**src/design/run_backref_byte_decoder_unit_macros.svh**
```systemverilog
// Assertion macros for the run/back-reference byte decoder.
`ifndef RUN_BACKREF_BYTE_DECODER_UNIT_MACROS_SVH
`define RUN_BACKREF_BYTE_DECODER_UNIT_MACROS_SVH

// Same-cycle implication, checked outside reset.
`define RBBD_ASSERT_IMP(lbl, ck, rn, ante, cons) \
  lbl: assert property (@(posedge ck) disable iff (!(rn)) (ante) |-> (cons)) \
    else $error("rbbd: same-cycle check failed");

// Next-cycle implication, checked outside reset.
`define RBBD_ASSERT_NXT(lbl, ck, rn, ante, cons) \
  lbl: assert property (@(posedge ck) disable iff (!(rn)) (ante) |=> (cons)) \
    else $error("rbbd: next-cycle check failed");

`endif

```
**src/design/rbbd_pkg.sv**
```systemverilog
// Types, codes and constants shared by the run/back-reference byte decoder.
`default_nettype none

package rbbd_pkg;

  localparam int DEF_HISTORY_DEPTH = 512;
  localparam int DEF_LENGTH_BITS   = 24;

  // Opcode ranges
  localparam logic [7:0] OP_ZERO_BASE = 8'd64;
  localparam logic [7:0] OP_RUN_BASE  = 8'd128;
  localparam logic [7:0] OP_BREF_BASE = 8'd192;
  localparam logic [7:0] OP_INVALID   = 8'd254;
  localparam logic [7:0] OP_END       = 8'd255;

  localparam logic [6:0] LIT_BIAS   = 7'd1;
  localparam logic [6:0] SHORT_BIAS = 7'd2;
  localparam logic [8:0] DIST_BIAS  = 9'd2;

  typedef logic [0:0] cfg_idx_t;
  localparam cfg_idx_t CFG_INPUT_LENGTH  = 1'b0;
  localparam cfg_idx_t CFG_OUTPUT_LENGTH = 1'b1;

  typedef enum logic [2:0] {
    MODE_OPCODE   = 3'd0,
    MODE_LITERAL  = 3'd1,
    MODE_RUN_DATA = 3'd2,
    MODE_DISTANCE = 3'd3,
    MODE_DONE     = 3'd4
  } mode_t;

  typedef enum logic [2:0] {
    STAT_OK          = 3'd0,
    STAT_IN_OVERRUN  = 3'd1,
    STAT_OUT_OVERRUN = 3'd2,
    STAT_UNDERFLOW   = 3'd3,
    STAT_INVALID     = 3'd4,
    STAT_MISMATCH    = 3'd5
  } status_t;

  typedef enum logic [1:0] {
    ENG_IDLE = 2'd0,
    ENG_GEN  = 2'd1,
    ENG_FIN  = 2'd2
  } eng_t;

  // Decision for one accepted byte
  typedef struct packed {
    mode_t      mode_nxt;
    logic [6:0] pend_nxt;
    logic [6:0] gen_len;
    logic       gen_copy;
    logic [7:0] gen_byte;
    logic [8:0] distance;
    logic       done;
    status_t    status;
  } dec_t;

endpackage

`default_nettype wire

```
**src/design/rbbd_opdec.sv**
```systemverilog
// Opcode decode and length checks for one compressed byte.
`default_nettype none

module rbbd_opdec
  import rbbd_pkg::*;
#(
  parameter int LENGTH_BITS = DEF_LENGTH_BITS
) (
  input  mode_t                  mode_i,
  input  logic [6:0]             pend_i,
  input  logic [7:0]             byte_i,
  input  logic [LENGTH_BITS-1:0] cons_i,     // consumed count including this byte
  input  logic [LENGTH_BITS-1:0] prod_i,
  input  logic [LENGTH_BITS-1:0] in_len_i,
  input  logic [LENGTH_BITS-1:0] out_len_i,
  output dec_t                   dec_o,
  output logic [LENGTH_BITS-1:0] prod_nxt_o
);

  logic [6:0]             lit_len;
  logic [6:0]             short_len;
  logic [6:0]             chk_len;
  logic [8:0]             distance;
  logic                   in_end;
  logic                   ovf_in;
  logic                   ovf_out;
  logic                   underflow;
  logic                   err;
  logic                   fin;
  logic [6:0]             lit_left;
  logic [LENGTH_BITS-1:0] prod_nxt;

  assign lit_len   = {1'b0, byte_i[5:0]} + LIT_BIAS;
  assign short_len = {1'b0, byte_i[5:0]} + SHORT_BIAS;
  assign distance  = {1'b0, byte_i} + DIST_BIAS;
  assign lit_left  = pend_i - 7'd1;
  assign chk_len   = (mode_i == MODE_DISTANCE) ? pend_i :
                     (byte_i < OP_ZERO_BASE)   ? lit_len : short_len;

  // len > remaining is the same as count + len > limit, since len is never zero
  assign in_end    = (cons_i >= in_len_i);
  assign ovf_in    = ({1'b0, cons_i} + (LENGTH_BITS+1)'(lit_len)) > {1'b0, in_len_i};
  assign ovf_out   = ({1'b0, prod_i} + (LENGTH_BITS+1)'(chk_len)) > {1'b0, out_len_i};
  assign underflow = {{LENGTH_BITS{1'b0}}, distance} > {9'd0, prod_i};

  always_comb begin
    dec_o          = '0;
    dec_o.mode_nxt = mode_i;
    dec_o.pend_nxt = pend_i;
    dec_o.gen_byte = byte_i;
    dec_o.distance = distance;
    dec_o.status   = STAT_OK;
    err            = 1'b0;
    fin            = 1'b0;

    case (mode_i)
      MODE_OPCODE: begin
        case (byte_i) inside
          [8'd0 : OP_ZERO_BASE - 8'd1]: begin
            if (ovf_in) begin
              err = 1'b1; dec_o.status = STAT_IN_OVERRUN;
            end else if (ovf_out) begin
              err = 1'b1; dec_o.status = STAT_OUT_OVERRUN;
            end else begin
              dec_o.mode_nxt = MODE_LITERAL;
              dec_o.pend_nxt = lit_len;
            end
          end
          [OP_ZERO_BASE : OP_RUN_BASE - 8'd1]: begin
            if (ovf_out) begin
              err = 1'b1; dec_o.status = STAT_OUT_OVERRUN;
            end else begin
              dec_o.gen_len  = short_len;
              dec_o.gen_byte = 8'd0;
            end
          end
          [OP_RUN_BASE : OP_BREF_BASE - 8'd1]: begin
            if (in_end) begin
              err = 1'b1; dec_o.status = STAT_IN_OVERRUN;
            end else if (ovf_out) begin
              err = 1'b1; dec_o.status = STAT_OUT_OVERRUN;
            end else begin
              dec_o.mode_nxt = MODE_RUN_DATA;
              dec_o.pend_nxt = short_len;
            end
          end
          [OP_BREF_BASE : OP_INVALID - 8'd1]: begin
            if (in_end) begin
              err = 1'b1; dec_o.status = STAT_IN_OVERRUN;
            end else begin
              dec_o.mode_nxt = MODE_DISTANCE;
              dec_o.pend_nxt = short_len;
            end
          end
          OP_INVALID: begin
            err = 1'b1; dec_o.status = STAT_INVALID;
          end
          default: fin = 1'b1;  // terminator
        endcase
      end
      MODE_LITERAL: begin
        dec_o.gen_len  = 7'd1;
        dec_o.pend_nxt = lit_left;
        if (lit_left == 7'd0) dec_o.mode_nxt = MODE_OPCODE;
      end
      MODE_RUN_DATA: begin
        dec_o.gen_len  = pend_i;
        dec_o.pend_nxt = 7'd0;
        dec_o.mode_nxt = MODE_OPCODE;
      end
      MODE_DISTANCE: begin
        dec_o.pend_nxt = 7'd0;
        dec_o.mode_nxt = MODE_OPCODE;
        if (underflow) begin
          err = 1'b1; dec_o.status = STAT_UNDERFLOW;
        end else if (ovf_out) begin
          err = 1'b1; dec_o.status = STAT_OUT_OVERRUN;
        end else begin
          dec_o.gen_len  = pend_i;
          dec_o.gen_copy = 1'b1;
        end
      end
      default: ;  // stream already closed, nothing decoded
    endcase

    prod_nxt = prod_i + LENGTH_BITS'(dec_o.gen_len);

    if (err) begin
      dec_o.done = 1'b1;
    end else if (fin || in_end) begin
      dec_o.done = 1'b1;
      if (dec_o.mode_nxt != MODE_OPCODE) dec_o.status = STAT_IN_OVERRUN;
      else if (prod_nxt == out_len_i)    dec_o.status = STAT_OK;
      else                               dec_o.status = STAT_MISMATCH;
    end

    if (dec_o.done) begin
      dec_o.mode_nxt = MODE_DONE;
      dec_o.pend_nxt = 7'd0;
    end
  end

  assign prod_nxt_o = prod_nxt;

endmodule

`default_nettype wire

```
**config.mk**
```make
export PLATFORM = sky130hd
export DESIGN_NAME = rbbd_opdec
export DESIGN_NICKNAME = d
export VERILOG_FILES = /design/src/design/run_backref_byte_decoder_unit_macros.svh /design/src/design/rbbd_pkg.sv /design/src/design/rbbd_opdec.sv
export SDC_FILE = /design/constraint.sdc
export NUM_CORES = 1
export LEC_CHECK = 0
export BUFFER_PORTS_ARGS = -buffer_cell sky130_fd_sc_hd__buf_2
export CAP_MARGIN = 20
export CORE_MARGIN = 2
export CORE_UTILIZATION = 50
export DETAILED_ROUTE_END_ITERATION = 12
export PLACE_DENSITY = 0.78
export SYNTH_ARGS = -nofsm -noshare
export SYNTH_HDL_FRONTEND = slang
export SYNTH_SLANG_ARGS = --single-unit
export TNS_END_PERCENT = 50
```
**constraint.sdc**
```tcl
create_clock -name vclk -period 10.49
set_clock_uncertainty 0.1 [all_clocks]
set_input_delay 0 -clock vclk [all_inputs]
set_output_delay 0 -clock vclk [all_outputs]
set_load 0.01 [all_outputs]
```
==> out/summary.txt, run 1 <==
STA
--------------------------------------------------------------------------------
F_max                                                                  0.109 GHz
Setup repair after global routing missed its margin                        false
Setup total negative slack                                                  0 ns
Min cycle time layout                                                    9.21 ns
Transition time at the pin with the least slew margin                   0.853 ns
Post-route fraction of the period consumed by the critical path            0.878
Worst hold margin                                                       0.230 ns
Slew Limit Headroom                                                        0.427
Final max-slew violation count                                                 0
Final Hold Fails                                                               0
Setup violations, final                                                        0

CRITICAL PATH
--------------------------------------------------------------------------------
Data required time of the critical path                                 10.39 ns
Element type at the critical path end                                output port
Crit path buf inv count                                                        5
Kind of launch point of the worst setup path                          input port
Max stage delay on crit path                                             0.57 ns
Most numerous cell on the critical path                             sky130_fd_sc_hd__a21oi_1
Critical path start-end classification                                 in -> out
Cell type group with the largest total delay on the critical path   compound AO/OA/AOI/OAI gates
Data arrival time of the critical path                                   9.11 ns
Slowest cell on the critical path                                   sky130_fd_sc_hd__or4_4
Top fanout value on the critical path                                         11

FLOORPLAN
--------------------------------------------------------------------------------
Core outline area                                                      11900 µm²
Area of the die                                                        13000 µm²
Initial core utilization                                                   0.506
Horiz. Die Dim                                                            114 µm
Site row count                                                                40
Vert. Die Dim                                                             114 µm
Number of top-level pins                                                     177

DETAILED ROUTING
--------------------------------------------------------------------------------
Via density per instance                                                    6.02
ANT nets after route                                                           0
Router iterations before antenna repair                                        5
Post-DR wirelength/cell                                                  17.1 µm
1st-iter DRT viols                                                           509
Via count                                                                   6867
Drt drc                                                                        0
Total routed wirelength                                                  19.4 mm

LAYOUT
--------------------------------------------------------------------------------
Non-filler cells, final                                                     1140
Area growth from synthesis to layout                                       15.1%
Count of clock buffers in the final design                                     0
Final sequential cell count                                                    0
# nets final                                                                1222
Sequential standard cell area                                              0 µm²
Util after Layout                                                          0.583
Area of the multi-input gates                                           5520 µm²
FILL cells                                                                  1173
Diodes inserted                                                                0
Proportion of layout cells with a drive suffix above 1                     0.205

YOSYS
--------------------------------------------------------------------------------
Library cell with the largest summed area after synthesis           sky130_fd_sc_hd__ha_1
Post-Synthesis Mean Instance Area                                       7.08 µm²
Post-synth top area share                                                  0.228
Sequential cell area fraction in the yosys report                              0
Number of nets produced by synthesis                                        1079
Netlist cell types                                                            78
Total number of yosys warnings                                                 0
Cells taking the most area after synthesis                          sky130_fd_sc_hd__ha_1 (23%), sky130_fd_sc_hd__xnor2_1 (7.4%), sky130_fd_sc_hd__inv_1 (5.5%)
Netlist Area Pre-Place                                                  6030 µm²
Post-Syn Instances                                                           852

CTS
--------------------------------------------------------------------------------
Hold-fix buffer count after cts                                                0
CTS-repair resized insts                                                       0
Post-CTS Setup Bufs                                                            0

MIN PATH
--------------------------------------------------------------------------------
Hold Crit Depth                                                                2
Sink of the worst hold path                                            dec_o[20]
Worst Hold Launch                                                      byte_i[7]
Worst hold path type                                                   in -> out

GLOBAL ROUTING
--------------------------------------------------------------------------------
Initial antenna violation count                                                0
Overall track demand over capacity in global routing                       0.288
Vias in the first global route                                              6363
Wire length of the first global-routing pass                             30.9 mm
Largest net degree at the start of global routing                             19
Overall overflow remaining after global route                                  0

PLACEMENT
--------------------------------------------------------------------------------
PortBufs                                                                     177
Global placement routability congestion                                    0.976
Post-DP HPWL                                                             16.4 mm
Number of placed instances, taps included                                   1140

PWR
--------------------------------------------------------------------------------
Total leakage power                                                      3.51 nW
PwrDens                                                              51.1 nW/µm²
Worst vdd ir                                                             28.1 µV

OUTCOME
--------------------------------------------------------------------------------
Status                                                                 completed

RUN
--------------------------------------------------------------------------------
Max-cap check violation count                                                  0

-- power breakdown --
group	total (mW)	switching (mW)	internal (mW)
combinational	0.355	0.207	0.149
clock	0	0	0
sequential	0	0	0
-- cells in the final DEF (no fill, tap or decap), types with 5 or more instances in the layout --
cell                       instances
sky130_fd_sc_hd__a211o_1           7
sky130_fd_sc_hd__a211oi_1          8
sky130_fd_sc_hd__a211oi_2          5
sky130_fd_sc_hd__a21boi_0          6
sky130_fd_sc_hd__a21o_1           18
sky130_fd_sc_hd__a21oi_1          50
sky130_fd_sc_hd__a221o_1           7
sky130_fd_sc_hd__a31oi_1           5
sky130_fd_sc_hd__and2_1            8
sky130_fd_sc_hd__and3_1           10
sky130_fd_sc_hd__buf_2           177
sky130_fd_sc_hd__ha_1            110
sky130_fd_sc_hd__inv_1            88
sky130_fd_sc_hd__mux2i_1          10
sky130_fd_sc_hd__nand2_1          58
sky130_fd_sc_hd__nand2b_1         13
sky130_fd_sc_hd__nand3_1          25
sky130_fd_sc_hd__nand3b_1          5
sky130_fd_sc_hd__nand4_1          25
sky130_fd_sc_hd__nor2_1           65
sky130_fd_sc_hd__nor2b_1          12
sky130_fd_sc_hd__nor3_1           26
sky130_fd_sc_hd__nor4_1            9
sky130_fd_sc_hd__o211ai_1         13
sky130_fd_sc_hd__o21a_1           10
sky130_fd_sc_hd__o21ai_0          33
sky130_fd_sc_hd__o21bai_1          5
sky130_fd_sc_hd__o31ai_1           6
sky130_fd_sc_hd__or2_2             5
sky130_fd_sc_hd__or3_1             5
sky130_fd_sc_hd__xnor2_1          51
sky130_fd_sc_hd__xnor3_1           5
sky130_fd_sc_hd__xor2_1           36
-- final cells by class --
type / count / share of cell area
Timing Repair Buffer: 180 / 0.131
Inverter: 88 / 0.0476
Tap cell: 147 / 0.0265
Multi-Input combinational cell: 725 / 0.795
-- routing by layer --
layer | wire length (µm) | vias to the layer above | global-route usage | part of all wire
li1 | - | 3394 | - | -
met1 | 8270 | 3075 | 0.374 | 0.43
met2 | 8960 | 343 | 0.505 | 0.46
met3 | 1520 | 55 | 0.0244 | 0.078
met4 | 703 | 0 | 0.0935 | 0.036
met5 | 0 | - | 0 | 0
-- Yosys cell counts (all sizes together), types with 4 or more instances --
master,instances
ha,110
inv,88
nor2,65
nand2,60
a21oi,51
xnor2,51
xor2,36
o21ai,35
nor3,28
nand4,26
nand3,25
clkbuf,21
a21o,18
buf,18
o211ai,14
a211oi,13
nand2b,13
nor2b,12
and3,10
mux2i,10
nor4,10
o21a,10
and2,8
o31ai,8
a211o,7
a221o,7
a21boi,6
or2,6
a31oi,5
nand3b,5
o21bai,5
or3,5
xnor3,5
a22oi,4
and4,4
nor3b,4
o2111ai,4
o221ai,4
-- kinds of logic (layout without fill, tap and decap cells) --
group	count (synthesis)	count (layout)	synth area share
buf+inv	127	268	0.0846
simple gates	288	288	0.250
fa+ha+maj	113	113	0.238
compound gates	222	222	0.266
mux	10	10	0.0166
xor+xnor	92	92	0.145
-- how the worst max path moves through the flow --
stage / end / cells past startpoint / startpoint
floorplan: dec_o[0] / 38 / mode_i[2]
global placement: dec_o[0] / 40 / byte_i[0]
detailed placement: dec_o[0] / 40 / byte_i[0]
CTS: dec_o[0] / 40 / byte_i[0]
global route: dec_o[0] / 40 / byte_i[0]
finish: dec_o[0] / 40 / byte_i[0]
-- per-stage QoR --
stage / area [µm²] / power (mW) / worst slack [ns]
floorplan: 6030 / 0.242 / 2.90
global placement: 6940 / 0.346 / 1.75
detailed placement: 6940 / 0.349 / 1.47
CTS: 6940 / 0.351 / 1.45
global route: 6940 / 0.394 / 0.623
finish: 6940 / 0.355 / 1.28
Note: power is estimated with default switching activity, not from simulation.
==> inputs of run 2 (changes only) <==
- CORE_ASPECT_RATIO: default -> 1.2
==> run 2 against run 1 <==
Against the previous run:
- via count is 0.44% higher
- die area hardly changed
- combinational power hardly changed
- hold slack worse by 0.00097 ns
- final cell count is 0.96% higher
- sequential share of layout area stayed put
- critical path type unchanged
- largest power group unchanged
==> out/summary.txt, run 2 (same netlist as run 1, synthesis figures left out) <==
OUTCOME
--------------------------------------------------------------------------------
Status                                                                 completed   unchanged

MIN PATH
--------------------------------------------------------------------------------
Hold Crit Depth                                                                2   unchanged
Sink of the worst hold path                                            dec_o[20]   unchanged
Worst Hold Launch                                                      byte_i[7]   unchanged
Worst hold path type                                                   in -> out   unchanged

FLOORPLAN
--------------------------------------------------------------------------------
Site row count                                                                43   was 40
Area of the die                                                        13000 µm²   about the same
Vert. Die Dim                                                             124 µm   was 114 µm
Core outline area                                                      11700 µm²   was 11900 µm²
Horiz. Die Dim                                                            104 µm   was 114 µm
Number of top-level pins                                                     177   unchanged
Initial core utilization                                                   0.517   was 0.506

STA
--------------------------------------------------------------------------------
Min cycle time layout                                                    9.39 ns   was 9.21 ns
Slew Limit Headroom                                                        0.445   was 0.427
Final max-slew violation count                                                 0   unchanged
F_max                                                                  0.106 GHz   was 0.109 GHz
Transition time at the pin with the least slew margin                   0.827 ns   was 0.853 ns
Setup violations, final                                                        0   unchanged
Post-route fraction of the period consumed by the critical path            0.895   was 0.878
Setup total negative slack                                                  0 ns   unchanged
Final Hold Fails                                                               0   unchanged
Setup repair after global routing missed its margin                        false   unchanged

GLOBAL ROUTING
--------------------------------------------------------------------------------
Largest net degree at the start of global routing                             19   unchanged
Initial antenna violation count                                                0   unchanged
Overall overflow remaining after global route                                  0   unchanged
Overall track demand over capacity in global routing                       0.296   was 0.288
Wire length of the first global-routing pass                             32.4 mm   was 30.9 mm
Vias in the first global route                                              6760   was 6363

CRITICAL PATH
--------------------------------------------------------------------------------
Kind of launch point of the worst setup path                          input port   unchanged
Levels on crit path                                                           40   unchanged
Crit path buf inv count                                                        5   unchanged
Slowest cell on the critical path                                   sky130_fd_sc_hd__a211oi_1   was sky130_fd_sc_hd__or4_4
Cell type group with the largest total delay on the critical path   compound AO/OA/AOI/OAI gates   unchanged
Data arrival time of the critical path                                   9.29 ns   was 9.11 ns
Element type at the critical path end                                output port   unchanged
Top fanout value on the critical path                                         11   unchanged
Critical path start-end classification                                 in -> out   unchanged
Most numerous cell on the critical path                             sky130_fd_sc_hd__a21oi_1   unchanged
Data required time of the critical path                                 10.39 ns   about the same
Crit path from                                                         byte_i[0]   unchanged
Max stage delay on crit path                                             0.57 ns   about the same

LAYOUT
--------------------------------------------------------------------------------
Util after Layout                                                          0.597   was 0.583
Area growth from synthesis to layout                                       15.5%   was 15.1%
Commonest non-fill, non-tap cell in the layout                      sky130_fd_sc_hd__buf_2   unchanged
Sequential standard cell area                                              0 µm²   unchanged
Non-filler cells, final                                                     1151   was 1140
# nets final                                                                1223   was 1222
Commonest non-fill, non-tap cells in the layout                     sky130_fd_sc_hd__buf_2 (177), sky130_fd_sc_hd__ha_1 (110), sky130_fd_sc_hd__inv_1 (88), sky130_fd_sc_hd__nor2_1 (65), sky130_fd_sc_hd__nand2_1 (58)   unchanged
FILL cells                                                                  1162   was 1173
Count of clock buffers in the final design                                     0   unchanged
Final cell area excluding filler cells                                  6960 µm²   was 6940 µm²
Final sequential cell count                                                    0   unchanged
Diodes inserted                                                                0   unchanged
Area of the multi-input gates                                           5520 µm²   unchanged
Proportion of layout cells with a drive suffix above 1                     0.206   was 0.205

PWR
--------------------------------------------------------------------------------
Worst vdd ir                                                             24.7 µV   was 28.1 µV
Total leakage power                                                      3.51 nW   about the same
PwrDens                                                              51.3 nW/µm²   was 51.1 nW/µm²

DETAILED ROUTING
--------------------------------------------------------------------------------
ANT nets after route                                                           0   unchanged
Post-DR wirelength/cell                                                  17.5 µm   was 17.1 µm
Router iterations before antenna repair                                        6   was 5
Total routed wirelength                                                  20.2 mm   was 19.4 mm
Drt drc                                                                        0   unchanged
1st-iter DRT viols                                                           402   was 509
Via density per instance                                                    5.99   was 6.02
Via count                                                                   6897   was 6867

PLACEMENT
--------------------------------------------------------------------------------
PortBufs                                                                     177   unchanged
Post-DP HPWL                                                             17.3 mm   was 16.4 mm
Global placement routability congestion                                     1.01   was 0.976
Total placed instance area                                              6960 µm²   was 6940 µm²
Number of placed instances, taps included                                   1151   was 1140

RUN
--------------------------------------------------------------------------------
Max-cap check violation count                                                  0   unchanged

CTS
--------------------------------------------------------------------------------
Hold-fix buffer count after cts                                                0   unchanged
Post-CTS Setup Bufs                                                            0   unchanged
CTS-repair resized insts                                                       0   unchanged

-- run 2: routing by layer --
metal	global-route usage	wire length [µm]
met5	0	0
met4	0.136	1050
met3	0.0288	1190
met2	0.537	9940
met1	0.346	8000
-- run 2: area by class of cell --
class                      count  area share
multi-input combinational    725       0.793
timing repair buffer         181       0.132
inverter                      88      0.0474
tap                          157      0.0282
-- run 2: power breakdown --
group | total (mW) | switching, mW | internal (mW) | leakage, nW
clock network | 0 | 0 | 0 | 0
registers | 0 | 0 | 0 | 0
logic | 0.357 | 0.208 | 0.149 | 3.51
-- run 2: how the worst max path moves through the flow --
stage,end,slack (ns)
after floorplan,dec_o[0],2.90
after global placement,dec_o[0],1.37
after detailed placement,dec_o[0],1.22
after CTS,dec_o[0],1.18
after global routing,dec_o[0],0.51
final,dec_o[0],1.10
-- run 2: stage by stage --
stage / total power, mW / setup WS (ns) / hold WS [ns]
after global routing: 0.396 / 0.510 / 0.241
after detailed placement: 0.352 / 1.22 / 0.226
after global placement: 0.349 / 1.37 / 0.222
after floorplan: 0.242 / 2.90 / -0.0112
final: 0.357 / 1.10 / 0.229
after CTS: 0.354 / 1.18 / 0.227
==> inputs of run 3 (changes only) <==
- GPL_TIMING_DRIVEN: default -> 0
==> run 3 against run 2 <==
Against the previous run:
- combinational power about the same
- design area increased by 1.1%
- hold slack better by 0.047 ns
- total power decreased by 0.84%
==> out/summary.txt, run 3 (same netlist as run 1, synthesis figures left out) <==
OUTCOME
------------------------------------------------------------------------------
Status                                                               completed   unchanged

LAYOUT
------------------------------------------------------------------------------
# nets final                                                              1242   was 1223
Non-filler cells, final                                                   1172   was 1151
Area of the multi-input gates                                         5520 µm²   unchanged
Final cell area excluding filler cells                                7040 µm²   was 6960 µm²
Util after Layout                                                        0.603   was 0.597
Commonest non-fill, non-tap cells in the layout                   sky130_fd_sc_hd__buf_2 (176), sky130_fd_sc_hd__ha_1 (110), sky130_fd_sc_hd__inv_1 (88), sky130_fd_sc_hd__nor2_1 (65), sky130_fd_sc_hd__nand2_1 (58)   was sky130_fd_sc_hd__buf_2 (177), sky130_fd_sc_hd__ha_1 (110), sky130_fd_sc_hd__inv_1 (88), sky130_fd_sc_hd__nor2_1 (65), sky130_fd_sc_hd__nand2_1 (58)
Final sequential cell count                                                  0   unchanged
FILL cells                                                                1190   was 1162
Commonest non-fill, non-tap cell in the layout                    sky130_fd_sc_hd__buf_2   unchanged
Proportion of layout cells with a drive suffix above 1                   0.202   was 0.206
Sequential standard cell area                                            0 µm²   unchanged
Count of clock buffers in the final design                                   0   unchanged
Area growth from synthesis to layout                                     16.7%   was 15.5%

STA
------------------------------------------------------------------------------
Slew Limit Headroom                                                      0.316   was 0.445
Setup violations, final                                                      0   unchanged
Min cycle time layout                                                  9.82 ns   was 9.39 ns
Transition time at the pin with the least slew margin                  1.02 ns   was 0.827 ns
Worst Slack Setup Final                                               0.667 ns   was 1.10 ns
Post-route fraction of the period consumed by the critical path          0.936   was 0.895
Final max-slew violation count                                               0   unchanged
Setup total negative slack                                                0 ns   unchanged
F_max                                                                0.102 GHz   was 0.106 GHz
Worst hold margin                                                     0.276 ns   was 0.229 ns
Final Hold Fails                                                             0   unchanged
Setup repair after global routing missed its margin                      false   unchanged

PWR
------------------------------------------------------------------------------
PwrDens                                                            50.3 nW/µm²   was 51.3 nW/µm²
Worst vdd ir                                                           27.3 µV   was 24.7 µV
Total leakage power                                                    3.54 nW   was 3.51 nW
PnR Total Power                                                       0.354 mW   was 0.357 mW

PLACEMENT
------------------------------------------------------------------------------
Post-DP HPWL                                                           16.2 mm   was 17.3 mm
Total placed instance area                                            7030 µm²   was 6960 µm²
PortBufs                                                                   161   was 177
Global placement routability congestion                                  0.966   was 1.01
Setup slack at placement                                              0.946 ns   was 1.22 ns
Number of placed instances, taps included                                 1170   was 1151

GLOBAL ROUTING
------------------------------------------------------------------------------
Largest net degree at the start of global routing                           12   was 19
Vias in the first global route                                            6653   was 6760
Overall overflow remaining after global route                                0   unchanged
Initial antenna violation count                                              2   was 0
Overall track demand over capacity in global routing                     0.284   was 0.296
Wire length of the first global-routing pass                           31.2 mm   was 32.4 mm

MIN PATH
------------------------------------------------------------------------------
Sink of the worst hold path                                       prod_nxt_o[10]   was dec_o[20]
Worst hold path type                                                 in -> out   unchanged
Hold Crit Depth                                                              3   was 2
Worst Hold Launch                                                   prod_i[10]   was byte_i[7]

FLOORPLAN
------------------------------------------------------------------------------
Initial core utilization                                                 0.517   unchanged
Number of top-level pins                                                   177   unchanged
Core outline area                                                    11700 µm²   unchanged
Horiz. Die Dim                                                          104 µm   unchanged
Site row count                                                              43   unchanged
Vert. Die Dim                                                           124 µm   unchanged
Area of the die                                                      13000 µm²   unchanged

DETAILED ROUTING
------------------------------------------------------------------------------
Via density per instance                                                  5.90   was 5.99
ANT nets after route                                                         0   unchanged
Via count                                                                 6909   was 6897
Router iterations before antenna repair                                      5   was 6
Drt drc                                                                      0   unchanged
Total routed wirelength                                                19.1 mm   was 20.2 mm
Post-DR wirelength/cell                                                16.3 µm   was 17.5 µm
1st-iter DRT viols                                                         419   was 402

CRITICAL PATH
------------------------------------------------------------------------------
Data required time of the critical path                               10.39 ns   about the same
Data arrival time of the critical path                                 9.72 ns   was 9.29 ns
Critical path start-end classification                               in -> out   unchanged
Top fanout value on the critical path                                       11   unchanged
Slowest cell on the critical path                                 sky130_fd_sc_hd__or4_4   was sky130_fd_sc_hd__a211oi_1
Max stage delay on crit path                                           0.57 ns   about the same
Element type at the critical path end                              output port   unchanged
Kind of launch point of the worst setup path                        input port   unchanged
Most numerous cell on the critical path                           sky130_fd_sc_hd__a21oi_1   unchanged

CTS
------------------------------------------------------------------------------
CTS-repair resized insts                                                     0   unchanged
Post-CTS Setup Bufs                                                          0   unchanged
Hold-fix buffer count after cts                                              0   unchanged

RUN
------------------------------------------------------------------------------
Max-cap check violation count                                                0   unchanged

run 3: changes by cell type in the layout (fill, tap and decap cells not counted):
cell,previous run,this run
sky130_fd_sc_hd__buf_1,0,1
sky130_fd_sc_hd__clkbuf_1,0,18
sky130_fd_sc_hd__diode_2,0,2
sky130_fd_sc_hd__buf_2,177,176
sky130_fd_sc_hd__buf_6,0,1
sky130_fd_sc_hd__buf_4,4,1
sky130_fd_sc_hd__clkbuf_2,0,3
run 3: critical path, delay by kind of cell:
kind	cells	cell delay, ns
fa+ha+maj	5	1.67
simple gates	13	3.40
xor+xnor	1	0.14
buf+inv	5	0.90
compound gates	16	3.57
run 3: layout make-up:
class | instances | area share
inverters | 88 | 0.0469
repair buffers | 161 | 0.114
plain buffers | 39 | 0.0256
multi-input cells | 725 | 0.784
well taps | 157 | 0.0279
diodes | 2 | 0.000711
run 3: worst max path at each step:
stage	startpoint	to	slack (ns)
floorplan	mode_i[2]	dec_o[0]	2.90
detailed placement	byte_i[0]	dec_o[0]	0.95
finish	byte_i[0]	dec_o[0]	0.67
CTS	byte_i[0]	dec_o[0]	0.88
global placement	byte_i[0]	dec_o[0]	0.97
global route	byte_i[0]	dec_o[0]	0.12
run 3: per-layer routing:
metal | track usage | up-vias | part of all wire
met5 | 0 | - | 0
met4 | 0.108 | 0 | 0.042
met1 | 0.343 | 3134 | 0.40
met3 | 0.0183 | 60 | 0.066
met2 | 0.520 | 282 | 0.50
li1 | - | 3433 | -
run 3: power by group:
group	internal, mW	switching [mW]	total (mW)	leakage [nW]
combinational	0.150	0.205	0.354	3.54
clock	0.0000000255	0	0.0000000255	0.0000127
sequential	0	0	0	0
